<file path="src/design/pvs_pkg.sv">
// ----------------------------------------------------------------------------
// pvs_pkg
// Shared types and constants of the priority voice stealer.
// ----------------------------------------------------------------------------
`default_nettype none

package pvs_pkg;

	// Item kinds.
	localparam logic [1:0] KIND_START  = 2'd0;
	localparam logic [1:0] KIND_STOP   = 2'd1;
	localparam logic [1:0] KIND_UPDATE = 2'd2;
	localparam logic [1:0] KIND_QUERY  = 2'd3;

	// Reset priority of every slot, -1.0 in Q8.8.
	localparam logic signed [15:0] PRIO_RESET = -16'sd256;
	// Reset cull level, 1.0 in Q8.8.
	localparam logic signed [15:0] CULL_RESET = 16'sd256;
	// Distance given to an idle slot during a scan, beyond any real distance.
	localparam logic [16:0] IDLE_DIST = 17'h10000;

	// Commands from the controller to the datapath.
	typedef struct packed {
		logic capture;
		logic rd_en;
		logic apply;
	} pvs_cmd_t;

	// Status from the datapath to the controller.
	typedef struct packed {
		logic scan_last;
	} pvs_status_t;

endpackage

`default_nettype wire

</file>
<file path="src/design/pvs_ctrl.sv">
// ----------------------------------------------------------------------------
// pvs_ctrl
// Sequencer of the voice stealer: accept, scan, drain, apply.
// ----------------------------------------------------------------------------
`default_nettype none

module pvs_ctrl (
	input  wire logic               clk,
	input  wire logic               arst_n,
	input  wire logic               in_valid,
	output logic                    in_stall,
	input  wire logic [1:0]         kind,
	output logic                    out_valid,
	input  wire logic               out_stall,
	output pvs_pkg::pvs_cmd_t       cmd,
	input  wire pvs_pkg::pvs_status_t status
);

	localparam logic [1:0] ST_IDLE  = 2'd0;
	localparam logic [1:0] ST_SCAN  = 2'd1;
	localparam logic [1:0] ST_DRAIN = 2'd2;
	localparam logic [1:0] ST_APPLY = 2'd3;

	logic [1:0] state_q;
	logic [1:0] state_nxt;
	logic       out_valid_q;
	logic       accept;
	logic       out_free;

	assign in_stall  = (state_q != ST_IDLE);
	assign accept    = in_valid && !in_stall;
	assign out_free  = !out_valid_q || !out_stall;
	assign out_valid = out_valid_q;

	assign cmd.capture = accept;
	assign cmd.rd_en   = (state_q == ST_SCAN);
	assign cmd.apply   = (state_q == ST_APPLY) && out_free;

	always_comb begin
		state_nxt = state_q;
		unique case (state_q)
			ST_IDLE: begin
				if (accept) begin
					if (kind == pvs_pkg::KIND_START || kind == pvs_pkg::KIND_QUERY)
						state_nxt = ST_SCAN;
					else
						state_nxt = ST_APPLY;
				end
			end
			ST_SCAN: begin
				if (status.scan_last)
					state_nxt = ST_DRAIN;
			end
			ST_DRAIN: begin
				state_nxt = ST_APPLY;
			end
			ST_APPLY: begin
				if (out_free)
					state_nxt = ST_IDLE;
			end
			default: begin
				state_nxt = ST_IDLE;
			end
		endcase
	end

	always_ff @(posedge clk or negedge arst_n) begin
		if (!arst_n) begin
			state_q     <= ST_IDLE;
			out_valid_q <= 1'b0;
		end else begin
			state_q <= state_nxt;
			if (cmd.apply)
				out_valid_q <= 1'b1;
			else if (!out_stall)
				out_valid_q <= 1'b0;
		end
	end

endmodule

`default_nettype wire

</file>
<file path="src/design/pvs_datapath.sv">
// ----------------------------------------------------------------------------
// pvs_datapath
// Slot table, scan compare unit, write-back and result register.
// ----------------------------------------------------------------------------
`default_nettype none

module pvs_datapath #(
	parameter int NUM_SLOTS = 16
) (
	input  wire logic                 clk,
	input  wire logic                 arst_n,
	input  wire pvs_pkg::pvs_cmd_t    cmd,
	output pvs_pkg::pvs_status_t      status,
	input  wire logic                 cfg_wr_en,
	input  wire logic signed [15:0]   cfg_wr_data,
	input  wire logic [1:0]           kind,
	input  wire logic signed [15:0]   new_priority,
	input  wire logic [3:0]           slot_index,
	input  wire logic [15:0]          distance,
	output logic [3:0]                chosen_slot,
	output logic                      evicted,
	output logic                      allowed
);

	localparam int IDX_W = (NUM_SLOTS > 1) ? $clog2(NUM_SLOTS) : 1;

	// Slot RAMs, no reset: a written bit per slot stands in for it.
	logic signed [15:0] prio_mem [NUM_SLOTS];
	logic [15:0]        dist_mem [NUM_SLOTS];
	logic [NUM_SLOTS-1:0] busy_q;
	logic [NUM_SLOTS-1:0] written_q;
	logic signed [15:0] cull_q;

	// Captured item.
	logic [1:0]         kind_q;
	logic signed [15:0] prio_q;
	logic [3:0]         idx_q;
	logic [15:0]        dist_q;

	// Scan.
	logic [IDX_W-1:0]   rd_cnt_q;
	logic               rd_vld_s1;
	logic [IDX_W-1:0]   idx_s1;
	logic signed [15:0] prio_rd_s1;
	logic [15:0]        dist_rd_s1;
	logic               busy_s1;
	logic               written_s1;

	logic               have_q;
	logic               done_q;
	logic [IDX_W-1:0]   best_q;
	logic signed [15:0] best_p_q;
	logic [16:0]        best_d_q;
	logic               allowed_q;

	logic signed [15:0] eff_p;
	logic [16:0]        eff_d;
	logic               take;
	logic               in_range;
	logic [IDX_W-1:0]   wr_idx;

	logic [3:0]         chosen_q;
	logic               evicted_q;
	logic               allowed_out_q;

	assign status.scan_last = (rd_cnt_q == IDX_W'(NUM_SLOTS - 1));

	assign eff_p = written_s1 ? prio_rd_s1 : pvs_pkg::PRIO_RESET;
	assign eff_d = busy_s1 ? {1'b0, dist_rd_s1} : pvs_pkg::IDLE_DIST;

	always_comb begin
		if (!have_q)
			take = 1'b1;
		else
			take = (eff_p < best_p_q) ||
			       (eff_p == best_p_q && best_p_q < cull_q && busy_s1 && eff_d > best_d_q);
	end

	assign in_range = ({28'd0, idx_q} < 32'(NUM_SLOTS));
	assign wr_idx   = IDX_W'(idx_q);

	// Captured item and configuration.
	always_ff @(posedge clk) begin
		if (cmd.capture) begin
			kind_q <= kind;
			prio_q <= new_priority;
			idx_q  <= slot_index;
			dist_q <= distance;
		end
	end

	always_ff @(posedge clk or negedge arst_n) begin
		if (!arst_n)
			cull_q <= pvs_pkg::CULL_RESET;
		else if (cfg_wr_en)
			cull_q <= cfg_wr_data;
	end

	// RAM read and write ports.
	always_ff @(posedge clk) begin
		if (cmd.rd_en) begin
			prio_rd_s1 <= prio_mem[rd_cnt_q];
			dist_rd_s1 <= dist_mem[rd_cnt_q];
			busy_s1    <= busy_q[rd_cnt_q];
			written_s1 <= written_q[rd_cnt_q];
			idx_s1     <= rd_cnt_q;
		end
		if (cmd.apply) begin
			if (kind_q == pvs_pkg::KIND_START) begin
				prio_mem[best_q] <= prio_q;
				dist_mem[best_q] <= dist_q;
			end else if (kind_q == pvs_pkg::KIND_UPDATE && in_range) begin
				prio_mem[wr_idx] <= prio_q;
				dist_mem[wr_idx] <= dist_q;
			end
		end
	end

	// Slot flags.
	always_ff @(posedge clk or negedge arst_n) begin
		if (!arst_n) begin
			busy_q    <= '0;
			written_q <= '0;
		end else if (cmd.apply) begin
			case (kind_q)
				pvs_pkg::KIND_START: begin
					busy_q[best_q]    <= 1'b1;
					written_q[best_q] <= 1'b1;
				end
				pvs_pkg::KIND_STOP: begin
					if (in_range)
						busy_q[wr_idx] <= 1'b0;
				end
				pvs_pkg::KIND_UPDATE: begin
					if (in_range)
						written_q[wr_idx] <= 1'b1;
				end
				default: begin
				end
			endcase
		end
	end

	// Scan counter and compare unit.
	always_ff @(posedge clk or negedge arst_n) begin
		if (!arst_n) begin
			rd_cnt_q  <= '0;
			rd_vld_s1 <= 1'b0;
			have_q    <= 1'b0;
			done_q    <= 1'b0;
			allowed_q <= 1'b0;
		end else begin
			rd_vld_s1 <= cmd.rd_en;
			if (cmd.capture) begin
				rd_cnt_q  <= '0;
				have_q    <= 1'b0;
				done_q    <= 1'b0;
				allowed_q <= 1'b0;
			end else begin
				if (cmd.rd_en)
					rd_cnt_q <= rd_cnt_q + 1'b1;
				if (rd_vld_s1) begin
					if (eff_p < prio_q)
						allowed_q <= 1'b1;
					if (!done_q && take) begin
						have_q <= 1'b1;
						if (eff_p < 0)
							done_q <= 1'b1;
					end
				end
			end
		end
	end

	always_ff @(posedge clk) begin
		if (rd_vld_s1 && !done_q && take) begin
			best_q   <= idx_s1;
			best_p_q <= eff_p;
			best_d_q <= eff_d;
		end
	end

	// Result register.
	always_ff @(posedge clk) begin
		if (cmd.apply) begin
			chosen_q      <= '0;
			evicted_q     <= 1'b0;
			allowed_out_q <= 1'b0;
			if (kind_q == pvs_pkg::KIND_START) begin
				chosen_q  <= 4'(best_q);
				evicted_q <= busy_q[best_q];
			end else if (kind_q == pvs_pkg::KIND_QUERY) begin
				allowed_out_q <= allowed_q;
			end
		end
	end

	assign chosen_slot = chosen_q;
	assign evicted     = evicted_q;
	assign allowed     = allowed_out_q;

endmodule

`default_nettype wire

</file>
<file path="src/design/priority_voice_stealer_unit.sv">
// ----------------------------------------------------------------------------
// priority_voice_stealer_unit
// Voice allocator over a table of playback slots with priority stealing.
// ----------------------------------------------------------------------------
//
//  Channel  Direction  Handshake              Fields
//  in       input      in_valid / in_stall    kind, new_priority, slot_index, distance
//  out      output     out_valid / out_stall  chosen_slot, evicted, allowed
//  cfg      input      cfg_wr_en              cfg_wr_data (cull level)
//
// A start or query item passes through the scan and drain states to the
// apply state, which loads the result register. The scan reads one slot per
// cycle from the slot RAM, and the compare unit works on each slot in the
// cycle after its read. The next item can be accepted once the result is loaded.
// A stop or update item goes straight to the apply state to load its result.
// Reset clears all slots to idle with priority -1.0; the slot RAM itself is
// not cleared, a written bit per slot selects the reset value instead.
// A stalled result holds; the next item is taken while it waits, and only
// the final write-back waits for the result register to free up.
//
// Every item yields exactly one result item. Fields that do not apply to
// the item's kind read as zero.
// ----------------------------------------------------------------------------
`default_nettype none

module priority_voice_stealer_unit #(
	parameter int NUM_SLOTS = 16
) (
	input  wire logic               clk,
	input  wire logic               arst_n,
	input  wire logic               in_valid,
	output logic                    in_stall,
	input  wire logic [1:0]         kind,
	input  wire logic signed [15:0] new_priority,
	input  wire logic [3:0]         slot_index,
	input  wire logic [15:0]        distance,
	output logic                    out_valid,
	input  wire logic               out_stall,
	output logic [3:0]              chosen_slot,
	output logic                    evicted,
	output logic                    allowed,
	input  wire logic               cfg_wr_en,
	input  wire logic signed [15:0] cfg_wr_data
);

	pvs_pkg::pvs_cmd_t    cmd;
	pvs_pkg::pvs_status_t status;

	// The controller sequences each item and owns the output valid flag.
	pvs_ctrl u_ctrl (
		.clk       (clk),
		.arst_n    (arst_n),
		.in_valid  (in_valid),
		.in_stall  (in_stall),
		.kind      (kind),
		.out_valid (out_valid),
		.out_stall (out_stall),
		.cmd       (cmd),
		.status    (status)
	);

	// The datapath holds the slot table, the scan compare and the results.
	pvs_datapath #(
		.NUM_SLOTS (NUM_SLOTS)
	) u_datapath (
		.clk          (clk),
		.arst_n       (arst_n),
		.cmd          (cmd),
		.status       (status),
		.cfg_wr_en    (cfg_wr_en),
		.cfg_wr_data  (cfg_wr_data),
		.kind         (kind),
		.new_priority (new_priority),
		.slot_index   (slot_index),
		.distance     (distance),
		.chosen_slot  (chosen_slot),
		.evicted      (evicted),
		.allowed      (allowed)
	);

endmodule

`default_nettype wire

</file>
<file path="config.mk">
export PLATFORM = sky130hd
export DESIGN_NAME = priority_voice_stealer_unit
export DESIGN_NICKNAME = d
export VERILOG_FILES = /design/src/design/pvs_pkg.sv /design/src/design/pvs_ctrl.sv /design/src/design/pvs_datapath.sv /design/src/design/priority_voice_stealer_unit.sv
export SDC_FILE = /design/constraint.sdc
export NUM_CORES = 1
export LEC_CHECK = 0
export ABC_CLOCK_PERIOD_IN_PS = 14610
export BUFFER_PORTS_ARGS = -buffer_cell sky130_fd_sc_hd__buf_2
export CORE_MARGIN = 2
export CORE_UTILIZATION = 65
export DETAILED_ROUTE_END_ITERATION = 8
export GPL_TIMING_DRIVEN = 0
export PLACE_DENSITY = 0.85
export REMOVE_ABC_BUFFERS = 1
export SYNTH_ARGS = -nofsm -noshare
export SYNTH_HDL_FRONTEND = slang
export SYNTH_HIERARCHICAL = 1
export SYNTH_SLANG_ARGS = --single-unit
</file>
<file path="constraint.sdc">
create_clock -name clk -period 14.61 [get_ports clk]
set_clock_uncertainty 0.05 [all_clocks]
set_input_delay 0.7305 -clock clk [delete_from_list [all_inputs] [get_ports clk]]
set_output_delay 0.7305 -clock clk [all_outputs]
set_load 0.01 [all_outputs]
</file>
After elaboration in Yosys (flattened, before gate mapping)
Memories as Yosys holds them, arrays and structs flattened. A register that Yosys moved wholly into a read port is not among the register bits.
Cells that the tools add are included.

cells by class
  add/subtract/negate cells = 1
  multipliers = 0
  divide/modulo/power cells = 0
  magnitude comparators = 10
  equal/unequal tests = 13
  shifts and indexed selects = 0
  multiplexer cells = 47
  bitwise logic cells = 6
  reduce and logical (&&, ||, !) cells = 37

operators with widths
  cell                   number
  $pmux W16 S2           2
  $lt A16 B16 Y1         3
  $mux W16               3
  $or A16 B16 Y16        3
  $reduce_or A16 Y1      2
  $mux W1                27
  $gt A17 B17 Y1         1
  $mux W17               1
  $and A16 B16 Y16       1
  $eq A16 B16 Y1         1
  $lt A16 B1 Y1 const B  1
  $mux W4                4
  $not A16 Y16           1
  $reduce_bool A2 Y1     8
  $lt A4 B5 Y1 const B   3
  $bmux W1 S4            3
  $eq A2 B2 Y1 const B   5
  $logic_and A1 B1 Y1    10
  $demux W1 S4           2
  $ge A4 B1 Y1 const B   2
  $mux W2                4
  $pmux W2 S4            1
  $reduce_and A2 Y1      4
  $logic_not A2 Y1       3
  10 further kinds       19

storage, ports and cells
  flip-flop bits (word level) = 146
  latch bits = 0
  memory bits (writable) = 512
  bits in read-only memories = 0
  output and inout bits = 8
  memories kept = 2

memory list
  name                 words  bits a word  rd ports  clocked after Yosys merged registers in  wr ports  RTL line            source
  u_datapath.dist_mem  16     16           1         1                                        1         pvs_datapath.sv:29  logic [15:0] dist_mem [NUM_SLOTS];
  u_datapath.prio_mem  16     16           1         1                                        1         pvs_datapath.sv:28  logic signed [15:0] prio_mem [NUM_SLOTS];

Longest topological paths before layout
Gate-level depths: netlist of run 1.

  word-level depth = 11
  depth in mapped cells = 10
  mapped depth without buffers = 8

By module
The synthesis of run 1 kept the hierarchy.

modules (own cells, without submodules)
  module        instances  cells an instance  area each (sq um)
  pvs_datapath  1          1345               27219.9
  pvs_ctrl      1          24                 266.5

Worst setup path after synthesis of run 1
OpenSTA, ideal clock, no wires.

  path type = register to register
  from = register u_datapath.written_s1
  to = register u_datapath.best_d_q[0] (enable)
  setup time = 0.454 ns
  data arrival time = 4.114 ns
  data required time = 14.106 ns
  setup slack = 9.992 ns
  cell stages (with the launch flop) = 9
  path buffers = 1
  clock period less this slack = 4.618 ns
  cell sequence = edfxtp_1 > clkbuf_1 > and2_1 > ha_1 > a211oi_1 > o21bai_1 > a221oi_1 > mux2_2 > a31oi_1

on the way
  cells in the longest elaborated chain, start to end = 8
  elaborated cells between the ends (all ways) = 9

RTL lines
  item                                                    RTL line             source
  start: declaration                                      pvs_datapath.sv:47   logic written_s1;
  start signal: assignment                                pvs_datapath.sv:105  written_s1 <= written_q[rd_cnt_q];
  $mux W16 *                                              pvs_datapath.sv:68   assign eff_p = written_s1 ? prio_rd_s1 : pvs_pkg::PRIO_RESET;
  net u_datapath.eff_p[5]                                 pvs_datapath.sv:56   logic signed [15:0] eff_p;
  branches (longest 4 deep; another with $lt A16 B16 Y1)  --
  $logic_or A1 B1 Y1 *                                    pvs_datapath.sv:75   take = (eff_p < best_p_q) ||
  $mux W1 *                                               pvs_datapath.sv:72   if (!have_q)
  $logic_and A1 B1 Y1 *                                   pvs_datapath.sv:176  if (rd_vld_s1 && !done_q && take) begin
  end signal: assignment                                  pvs_datapath.sv:179  best_d_q <= eff_d;
  end: declaration                                        pvs_datapath.sv:53   logic [16:0] best_d_q;

Mark *: on every way through the listed nets, which the timed path passes.
A chain may end at the register's enable or synchronous reset.

Worst setup path after layout of run 1
  from = register u_datapath.written_s1
  to = register u_datapath.best_p_q[2] (enable)

on the way
  cells in the longest elaborated chain, start to end = 8
  elaborated cells between the ends (all ways) = 9

RTL lines
  item                                                    RTL line             source
  $mux W16 *                                              pvs_datapath.sv:68
  net u_datapath.eff_p[9]                                 pvs_datapath.sv:56
  branches (longest 4 deep; another with $lt A16 B16 Y1)  --
  $logic_or A1 B1 Y1 *                                    pvs_datapath.sv:75
  $mux W1 *                                               pvs_datapath.sv:72
  $logic_and A1 B1 Y1 *                                   pvs_datapath.sv:176
  end signal: assignment                                  pvs_datapath.sv:178  best_p_q <= eff_p;
  end: declaration                                        pvs_datapath.sv:52   logic signed [15:0] best_p_q;

Marks and branches as above.

==> metrics.txt, run 1 <==
status=finished clean; post-CTS setup repair buffer count=0; most frequently used flop master after synthesis=sky130_fd_sc_hd__edfxtp_1; category of the most critical setup path=register to register; layout cells sized above 1=26.69%; cell row count=75; die area=0.04395 mm2; final slew viol count=0; Root Buffer Master=sky130_fd_sc_hd__clkbuf_16; total negative slack=0 ps; Final Cycle Share=30.45%; number of input and output port buffers inserted=66; FMAX=0.2248 GHz; number of DRC markers in iteration 0=2100; total congestion overflow after global routing=0; worst vdd ir=0.1163 mV; number of clock sinks seen by CTS=690; normalized max-slew margin=2.357%; category of the worst setup path capture point=register; HPWL Detailed=35.02 mm; max-capacitance violation count=0; most common cell in the synthesized netlist=sky130_fd_sc_hd__edfxtp_1; antenna violations before repair=1; post-route cell area=0.03120 mm2; number of setup violations in the final report=0; maximum buffer depth of the clock tree=3; total internal power=4.088 mW; vertical die dimension=209.6 um; Area Overhead vs Synth=13.50%; drt first pass iters=7; vias after detailed routing=14.15k; cell type with the highest aggregate area in the netlist=sky130_fd_sc_hd__edfxtp_1; count of flip-flops with a built-in enable after synthesis=631; synth top area cells=sky130_fd_sc_hd__edfxtp_1, sky130_fd_sc_hd__mux4_2, sky130_fd_sc_hd__dfrtp_1; number of register bits inferred by synthesis=690; maximum level of the CTS H-tree=3; number of clock buffers inserted by TritonCTS=69; Worst Reg-to-Reg Cells=9; # nets final=1609; number of buffers inserted for hold repair after clock tree synthesis=0; final hold viol count=0; sequential cell area fraction in the yosys report=74.31%; setup repair after global routing missed its margin=no; proportion of power drawn by flip-flops and latches=46.9%; required time at the worst-slack endpoint=14850 ps; Clock Pin Slew Worst Setup and Hold Paths=60 ps; relative contribution of combinational cells to total power=22.6%; reported leakage power=10.58 nW; wire length after detailed routing=63.06 mm; wire length of the first global-routing pass=94.03 mm; power share of the clock group=30.6%; WL/cell=30.39 um; RePlAce Congestion=0.8823; Tot Pwr=5.659 mW; Placed Area=0.02898 mm2; sw power=1.571 mW; worst reg2reg path endpoint=u_datapath/best_p_q[2]; DRC violation count after routing=0; FFs w/ async S/R, synth=8.551%; pin count of the biggest net entering global routing=60; transition time at the pin with the least slew margin=1449 ps; antenna fix cells=0; crit path launch type=register; starting utilization of the core area=65.67%; Core ar.=0.04185 mm2; Synth top area share=68.94%; net switching share of the total power=27.77%; number of antenna-violating nets in the routed design=0; power density cells=181.4 mW/mm2; Chip Width=209.6 um; launch instance of the worst register-to-register path=u_datapath/written_s1; shortest clock period the worst path allows after layout=4449 ps; flop-to-flop setup slack=10160 ps; arrival time of the worst setup path=4680 ps; min-delay worst type=input pin to async pin; leading cell types by count after synthesis=sky130_fd_sc_hd__edfxtp_1, sky130_fd_sc_hd__mux4_2, sky130_fd_sc_hd__inv_1; number of standard cells after synthesis=1369; synthesis warning total=6; clock tree from TritonCTS=done; source-to-sink clock delay at the later pin of the worst-skew pair=600 ps; num ports=67; largest fanout on the critical path=24; filler cell count=2167; gr usage total=29.88%; Avg Vias per Cell=6.819; via count of the first global-routing pass=14.77k; mapped cell area=0.02749 mm2; post-cts repair resize count=0; average size of a mapped cell=20.08 um2; Hold Worst Slack=168.8 ps; synth unique cells=55
registers in the layout, indices dropped and copies added (netlist names), 16 cells and up:
| name | flops |
|---|---|
| u_datapath/best_d_q | 17 |
| u_datapath/best_p_q | 16 |
| u_datapath/busy_q | 16 |
| u_datapath/cull_q | 16 |
| u_datapath/dist_mem | 256 |
| u_datapath/dist_q | 16 |
| u_datapath/dist_rd_s1 | 16 |
| u_datapath/prio_mem | 256 |
| u_datapath/prio_q | 16 |
| u_datapath/prio_rd_s1 | 16 |
| u_datapath/written_q | 16 |
critical path: stages (launching register included):
cell,delay [ps]
sky130_fd_sc_hd__edfxtp_1,840
sky130_fd_sc_hd__nand2b_1,330
sky130_fd_sc_hd__ha_1,410
sky130_fd_sc_hd__nand4_1,150
sky130_fd_sc_hd__nor3_1,640
sky130_fd_sc_hd__o211ai_1,240
sky130_fd_sc_hd__a21o_1,270
sky130_fd_sc_hd__a211o_1,330
sky130_fd_sc_hd__a31oi_4,580
sky130_fd_sc_hd__buf_12,280
stage by stage:
step | utilization (%) | worst slack (ps) | std cells
after floorplan | - | 7874 | 1318
after global placement | 67.54 | 5605 | 1923
after detailed placement | 69.25 | 10360 | 1949
after CTS | 74.54 | 10370 | 2075
after global routing | 74.54 | 10200 | 2075
final | 74.54 | 10160 | 2075
layer usage:
layer | share of wire, % | track usage, % | up-vias
met4 | 4.3 | 13.33 | 2
li1 | - | - | 5726
met1 | 36 | 40.26 | 7265
met2 | 50 | 49.07 | 955
met5 | 0.017 | 0 | -
met3 | 9.2 | 5.207 | 201
cell type report:
| cell class | count | area, um2 | area share [%] |
|---|---|---|---|
| clock buffers | 90 | 1901 | 6.092 |
| inverters | 77 | 290.3 | 0.9305 |
| multi-input cells | 551 | 6685 | 21.43 |
| flip-flops and latches | 690 | 20440 | 65.51 |
| repair buffers | 92 | 898.4 | 2.880 |
| clock inverters | 36 | 310.3 | 0.9946 |
| well taps | 539 | 674.4 | 2.162 |
cells in the final DEF (no fill, tap or decap), types with 18 or more instances in the layout:
master,instances
sky130_fd_sc_hd__a21oi_1,18
sky130_fd_sc_hd__dfrtp_1,54
sky130_fd_sc_hd__and2_1,25
sky130_fd_sc_hd__clkbuf_16,73
sky130_fd_sc_hd__buf_12,20
sky130_fd_sc_hd__edfxtp_1,631
sky130_fd_sc_hd__buf_2,65
sky130_fd_sc_hd__ha_1,68
sky130_fd_sc_hd__o21ai_0,57
sky130_fd_sc_hd__mux4_2,175
sky130_fd_sc_hd__nand2_1,40
sky130_fd_sc_hd__inv_1,75
sky130_fd_sc_hd__nor2_1,25
logic make-up after synthesis:
group           after synthesis  share of synthesized area (%)
compound gates              115                          2.595
xor+xnor                      4                         0.1275
fa+ha+maj                    69                          3.141
buf+inv                     128                          1.866
flops                       690                          74.31
mux                         180                          14.55
simple gates                183                          3.410
worst max path at each step:
stage	endpoint	cells after the start	from
after detailed placement	u_datapath/written_q[12]	8	out_stall
after global routing	u_datapath/best_p_q[2]	9	u_datapath/written_s1
final	u_datapath/best_p_q[2]	9	u_datapath/written_s1
after global placement	u_datapath/dist_rd_s1[0]	2	u_datapath/rd_cnt_q[0]
after CTS	u_datapath/best_p_q[0]	9	u_datapath/written_s1
after floorplan	u_datapath/busy_s1	2	u_datapath/rd_cnt_q[0]
power groups by stage:
| stage | combinational (mW) | clock, mW | sequential (mW) |
|---|---|---|---|
| CTS | 1.28 | 1.75 | 2.65 |
| finish | 1.28 | 1.73 | 2.65 |
| global placement | 1.15 | 0 | 2.82 |
| floorplan | 0.889 | 0 | 2.70 |
| detailed placement | 1.24 | 0 | 2.68 |
| global route | 1.36 | 1.83 | 2.68 |
Power figures use the tool's default switching activity.
==> run 2: changes to the inputs <==
--- a/config.mk
+++ b/config.mk
@@ -5,13 +5,13 @@
 export SDC_FILE = /design/constraint.sdc
 export NUM_CORES = 1
 export LEC_CHECK = 0
-export ABC_CLOCK_PERIOD_IN_PS = 14610
+export ABC_CLOCK_PERIOD_IN_PS = 4600
 export BUFFER_PORTS_ARGS = -buffer_cell sky130_fd_sc_hd__buf_2
 export CORE_MARGIN = 2
-export CORE_UTILIZATION = 65
+export CORE_UTILIZATION = 62
 export DETAILED_ROUTE_END_ITERATION = 8
 export GPL_TIMING_DRIVEN = 0
-export PLACE_DENSITY = 0.85
+export PLACE_DENSITY = 0.82
 export REMOVE_ABC_BUFFERS = 1
 export SYNTH_ARGS = -nofsm -noshare
 export SYNTH_HDL_FRONTEND = slang
==> constraint.sdc (replaced) <==
create_clock -name clk -period 4.6 [get_ports clk]
set_clock_uncertainty 0.05 [all_clocks]
set_input_delay 0.23 -clock clk [delete_from_list [all_inputs] [get_ports clk]]
set_output_delay 0.23 -clock clk [all_outputs]
set_load 0.01 [all_outputs]
==> run 2 against run 1 <==
  * Die area increased by 4.7%
  * Register-to-register slack worse by 9900 ps
  * Total power rose to 3.2 times the previous value
  * Final cell count rose by 5.4%
  * Wire length decreased by 1.5%
  * Core utilization is 2.0 points lower
  * Critical path type unchanged
  * Worst hold slack got worse by 130 ps
  * Via count up 0.28%
  * Worst setup slack lost 9900 ps
  * Flip-flop and latch count did not move
  * Count of clock-buffer cells in the layout up 3
==> metrics.txt, run 2 (synthesized netlist as in run 1, its figures left out) <==
largest fanout on the critical path=19; wire length of the first global-routing pass=93.18 mm; sw power=4.962 mW; filler cell count=2394; # nets final=1669; antenna fix cells=0; antenna violations before repair=0; worst vdd ir=0.4571 mV; total placed cells including tap cells=2005; category of the most critical setup path=register to register; Root Buffer Master=sky130_fd_sc_hd__clkbuf_16; worst reg2reg path endpoint=u_datapath/best_p_q[0]; starting utilization of the core area=62.43%; pin count of the biggest net entering global routing=63; post-route cell area=0.03195 mm2; registers with the most flip-flops=u_datapath/dist_mem x256, u_datapath/prio_mem x256, u_datapath/best_d_q x17; maximum buffer depth of the clock tree=3; number of DRC markers in iteration 0=1927; HPWL Detailed=34.32 mm; gr usage total=27.82%; Worst Reg-to-Reg Cells=9; startpoint of the most critical hold path=in_valid; vertical die dimension=214.6 um; source-to-sink clock delay at the later pin of the worst-skew pair=600 ps; PnR worst setup slack=301.1 ps; status=finished clean; maximum level of the CTS H-tree=3; most common cell after layout, fill and taps aside=sky130_fd_sc_hd__edfxtp_1; power density cells=561.1 mW/mm2; post-CTS setup repair buffer count=0; hold path cells=3; clock tree from TritonCTS=done; final hold viol count=0; Tot Pwr=17.92 mW; normalized max-slew margin=10.50%; total negative slack=0 ps; total congestion overflow after global routing=0; cell row count=77; setup repair after global routing missed its margin=no; fraction of the core area covered by cells at the end of the flow=72.56%; Placed Area=0.02918 mm2; launch instance of the worst register-to-register path=u_datapath/written_s1; number of antenna-violating nets in the routed design=0; number of clock buffers inserted by TritonCTS=70; worst slack after detailed placement=485.2 ps; DRC violation count after routing=0; number of setup violations in the final report=0; net switching share of the total power=27.68%; number of buffers inserted for hold repair after clock tree synthesis=56; WL/cell=28.39 um; proportion of power drawn by flip-flops and latches=47.1%; number of input and output port buffers inserted=66; drt first pass iters=5; Final Cycle Share=93.46%; terminating pin of the worst hold path=u_ctrl/state_q[0]; num ports=67; total internal power=12.96 mW; shortest clock period the worst path allows after layout=4299 ps; number of clock sinks seen by CTS=690; min-delay worst type=input pin to register; post-cts repair resize count=0; Clock Pin Slew Worst Setup and Hold Paths=60 ps; layout cells sized above 1=26.00%; via count of the first global-routing pass=14.66k; filler-free cell count of the finished design=2188; RePlAce Congestion=0.8597; Chip Width=214.6 um; max-capacitance violation count=0; die area=0.04603 mm2; Core ar.=0.04403 mm2; final slew viol count=0; relative contribution of combinational cells to total power=22.5%; wire length after detailed routing=62.12 mm; most frequent cells in the layout=sky130_fd_sc_hd__edfxtp_1, sky130_fd_sc_hd__mux4_2, sky130_fd_sc_hd__inv_1; flop-to-flop setup slack=300 ps; arrival time of the worst setup path=4530 ps; required time at the worst-slack endpoint=4830 ps; power share of the clock group=30.4%; category of the worst setup path capture point=register; Hold Worst Slack=43.43 ps; reported leakage power=10.87 nW; Avg Vias per Cell=6.485; Area Overhead vs Synth=16.23%; vias after detailed routing=14.19k; crit path launch type=register; transition time at the pin with the least slew margin=1328 ps; FMAX=0.2326 GHz
-- run 2: area by class of cell --
cell class / instances / area (um2) / area share (%)
Sequential cell: 690 / 20440 / 63.98
Multi-Input combinational cell: 551 / 6686 / 20.93
Clock buffer: 93 / 1943 / 6.082
Timing Repair Buffer: 151 / 1587 / 4.966
Tap cell: 592 / 740.7 / 2.319
Inverter: 77 / 290.3 / 0.9086
Clock inverter: 34 / 261.5 / 0.8185
-- run 2: metal layers --
layer  track usage, %  vias to the layer above  wire (um)
met5                0                        -          0
met4            10.93                        0       2225
met3            4.227                      173       4794
met2            45.90                      793      31200
met1            38.22                     7357      23900
li1                 -                     5866          -
-- run 2: worst max-delay path: stages, from the launching register on --
cell and delay [ps]:
sky130_fd_sc_hd__edfxtp_1 870, sky130_fd_sc_hd__nand2b_1 320, sky130_fd_sc_hd__ha_1 430, sky130_fd_sc_hd__nand4_1 140, sky130_fd_sc_hd__nor3_1 520, sky130_fd_sc_hd__o211ai_1 170
sky130_fd_sc_hd__a21o_1 230, sky130_fd_sc_hd__a211o_1 320, sky130_fd_sc_hd__a31oi_4 690, sky130_fd_sc_hd__buf_16 240
-- run 2: power groups by stage --
stage	combinational [mW]	sequential (mW)	clock, mW
finish	4.04	8.44	5.45
global route	4.31	8.52	5.74
CTS	4.03	8.43	5.51
detailed placement	3.90	8.54	0
global placement	3.29	8.85	0
floorplan	2.81	8.58	0
-- run 2: how the worst max path moves through the flow --
stage / from / to / slack (ps) / cells past startpoint
floorplan: u_datapath/rd_cnt_q[0] / u_datapath/busy_s1 / -2140 / 2
global placement: u_datapath/rd_cnt_q[0] / u_datapath/busy_s1 / -4480 / 2
detailed placement: u_ctrl/state_q[1] / u_datapath/written_q[10] / 490 / 8
CTS: u_ctrl/state_q[1] / u_datapath/written_q[10] / 430 / 8
global route: u_ctrl/state_q[1] / u_datapath/written_q[10] / 110 / 8
finish: u_datapath/written_s1 / u_datapath/best_p_q[0] / 300 / 9
==> run 3: changes to the inputs <==
--- a/config.mk
+++ b/config.mk
@@ -5,10 +5,11 @@
 export SDC_FILE = /design/constraint.sdc
 export NUM_CORES = 1
 export LEC_CHECK = 0
-export ABC_CLOCK_PERIOD_IN_PS = 4600
+export ABC_CLOCK_PERIOD_IN_PS = 4300
 export BUFFER_PORTS_ARGS = -buffer_cell sky130_fd_sc_hd__buf_2
 export CORE_MARGIN = 2
 export CORE_UTILIZATION = 62
+export CTS_CLUSTER_SIZE = 12
 export DETAILED_ROUTE_END_ITERATION = 8
 export GPL_TIMING_DRIVEN = 0
 export PLACE_DENSITY = 0.82
==> constraint.sdc (replaced) <==
create_clock -name clk -period 4.3 [get_ports clk]
set_clock_uncertainty 0.05 [all_clocks]
set_input_delay 0.215 -clock clk [delete_from_list [all_inputs] [get_ports clk]]
set_output_delay 0.215 -clock clk [all_outputs]
set_load 0.01 [all_outputs]
==> run 3 against run 2 <==
  * First-iteration DRC count up 0.73%
  * Worst setup slack better by 73 ps
  * Worst hold slack worse by 24 ps
  * Non-clock buffer count up 2
  * Largest power group unchanged
==> metrics.txt, run 3 (synthesized netlist as in run 1, its figures left out) <==
startpoint of the most critical hold path=in_valid; total congestion overflow after global routing=0; crit path launch type=register; fraction of the core area covered by cells at the end of the flow=72.35%; Core ar.=0.04403 mm2; number of input and output port buffers inserted=66; fraction of met3 tracks used by global routing=5.021%; post-route cell area=0.03185 mm2; pin count of the biggest net entering global routing=63; clock tree from TritonCTS=done; routing layer with the top usage in global route=met2; Chip Width=214.6 um; normalized max-slew margin=13.27%; terminating pin of the worst hold path=u_ctrl/state_q[0]; wire length of the first global-routing pass=92.46 mm; worst vdd ir=0.5148 mV; min-delay worst type=input pin to register; setup repair after global routing missed its margin=no; shortest clock period the worst path allows after layout=3926 ps; RePlAce Congestion=0.8597; max-capacitance violation count=0; CP max stage cell=sky130_fd_sc_hd__edfxtp_1; power density cells=595.8 mW/mm2; required time at the worst-slack endpoint=4540 ps; most common cell after layout, fill and taps aside=sky130_fd_sc_hd__edfxtp_1; via count of the first global-routing pass=14.83k; vertical die dimension=214.6 um; # nets final=1673; Worst Reg-to-Reg Cells=9; flop-to-flop setup slack=370 ps; number of antenna-violating nets in the routed design=0; antenna fix cells=0; FMAX=0.2547 GHz; gr usage total=27.45%; category of the worst setup path capture point=register; Final Cycle Share=91.30%; filler cell count=2425; category of the most critical setup path=register to register; transition time at the pin with the least slew margin=1287 ps; vias after detailed routing=14.06k; die area=0.04603 mm2; registers with the most flip-flops=u_datapath/dist_mem x256, u_datapath/prio_mem x256, u_datapath/best_d_q x17; worst path cell trace=nand2b_1, ha_1, nand4_1, nor3_1, o211ai_1, a21o_1, a211o_1, a31oi_4, buf_16; num ports=67; number of clock sinks seen by CTS=690; met2 Track Usage GR=45.73%; reported leakage power=10.82 nW; layout cells sized above 1=25.66%; final slew viol count=0; maximum level of the CTS H-tree=3; starting utilization of the core area=62.43%; HPWL Detailed=34.32 mm; launch instance of the worst register-to-register path=u_datapath/written_s1; Placed Area=0.02918 mm2; PnR worst setup slack=373.9 ps; hold path cells=3; wire length after detailed routing=61.19 mm; largest fanout on the critical path=19; Area Overhead vs Synth=15.89%; DRC violation count after routing=0; worst reg2reg path endpoint=u_datapath/best_p_q[0]; Tot Pwr=18.98 mW; arrival time of the worst setup path=4160 ps; Root Buffer Master=sky130_fd_sc_hd__clkbuf_16; longest individual stage delay on the worst path=890 ps; number of clock buffers inserted by TritonCTS=72; number of DRC markers in iteration 0=1941; status=finished clean; maximum buffer depth of the clock tree=3; critical path buffer and inverter count=1; number of setup violations in the final report=0; Avg Vias per Cell=6.457; cell row count=77; worst slack after detailed placement=185.2 ps; most frequent cells in the layout=sky130_fd_sc_hd__edfxtp_1, sky130_fd_sc_hd__mux4_2, sky130_fd_sc_hd__inv_1; antenna violations before repair=0; met1 track utilization from global routing=36.94%; gate family responsible for the most delay along the worst path=compound AO/OA/AOI/OAI gates; final hold viol count=0; WL/cell=28.10 um; Clock Pin Slew Worst Setup and Hold Paths=60 ps; drt first pass iters=6; source-to-sink clock delay at the later pin of the worst-skew pair=600 ps
run 3: cell types whose count changed in the layout (fill, tap and decap cells not counted), moves of 2 or more:
cell	change
sky130_fd_sc_hd__clkinv_2	-7
sky130_fd_sc_hd__clkinv_1	-7
sky130_fd_sc_hd__bufinv_16	-2
sky130_fd_sc_hd__clkinvlp_4	-3
sky130_fd_sc_hd__clkbuf_1	+5
run 3: cell type report:
| class | count | area (um2) | area share [%] |
|---|---|---|---|
| clock buffer | 98 | 1951 | 6.124 |
| tap | 592 | 740.7 | 2.325 |
| sequential | 690 | 20440 | 64.16 |
| clock inverter | 17 | 133.9 | 0.4203 |
| inverter | 77 | 290.3 | 0.9113 |
| multi-input combinational | 551 | 6686 | 20.99 |
| timing repair buffer | 153 | 1614 | 5.067 |
run 3: power by group:
| group | leakage (nW) | internal (mW) | switching [mW] |
|---|---|---|---|
| clock network | 1.02 | 3.22 | 2.40 |
| logic | 3.36 | 2.20 | 2.12 |
| registers | 6.45 | 8.31 | 0.722 |
| total | 10.8 | 13.7 | 5.25 |
run 3: worst max-delay path by stage:
stage | start | end | cells past startpoint
after floorplan | u_datapath/rd_cnt_q[0] | u_datapath/busy_s1 | 2
after global routing | u_ctrl/state_q[1] | u_datapath/written_q[9] | 8
after global placement | u_datapath/rd_cnt_q[0] | u_datapath/busy_s1 | 2
final | u_datapath/written_s1 | u_datapath/best_p_q[0] | 9
after detailed placement | u_ctrl/state_q[1] | u_datapath/written_q[10] | 8
after CTS | u_datapath/written_s1 | u_datapath/best_p_q[0] | 9
run 3: metal layers:
metal	up-vias	wire length, um	part of all wire, %
met1	7241	23130	38
met5	-	0	0
met2	791	30840	50
met3	166	5096	8.3
met4	0	2125	3.5
li1	5865	-	-
run 3: worst min-delay path, stage by stage:
cell                       delay, ps
sky130_fd_sc_hd__buf_2           120
sky130_fd_sc_hd__o221ai_4        120
sky130_fd_sc_hd__mux2i_1         150
run 3: what timing repair did:
item	in CTS	in global routing
hold buffers	56	0
endpoints found under the setup margin	0	277
resized for setup	0	1
endpoints found under the hold margin	114	0
setup buffers	0	2
run 3: per-stage QoR:
stage / TNS (ps) / hold WS [ps] / cells
floorplan: -104870 / -130.6 / 1318
detailed placement: 0 / 343.1 / 2005
CTS: 0 / 3.492 / 2176
global route: 0 / 18.83 / 2178
global placement: -1329130 / 340.9 / 1976
finish: 0 / 19.67 / 2178
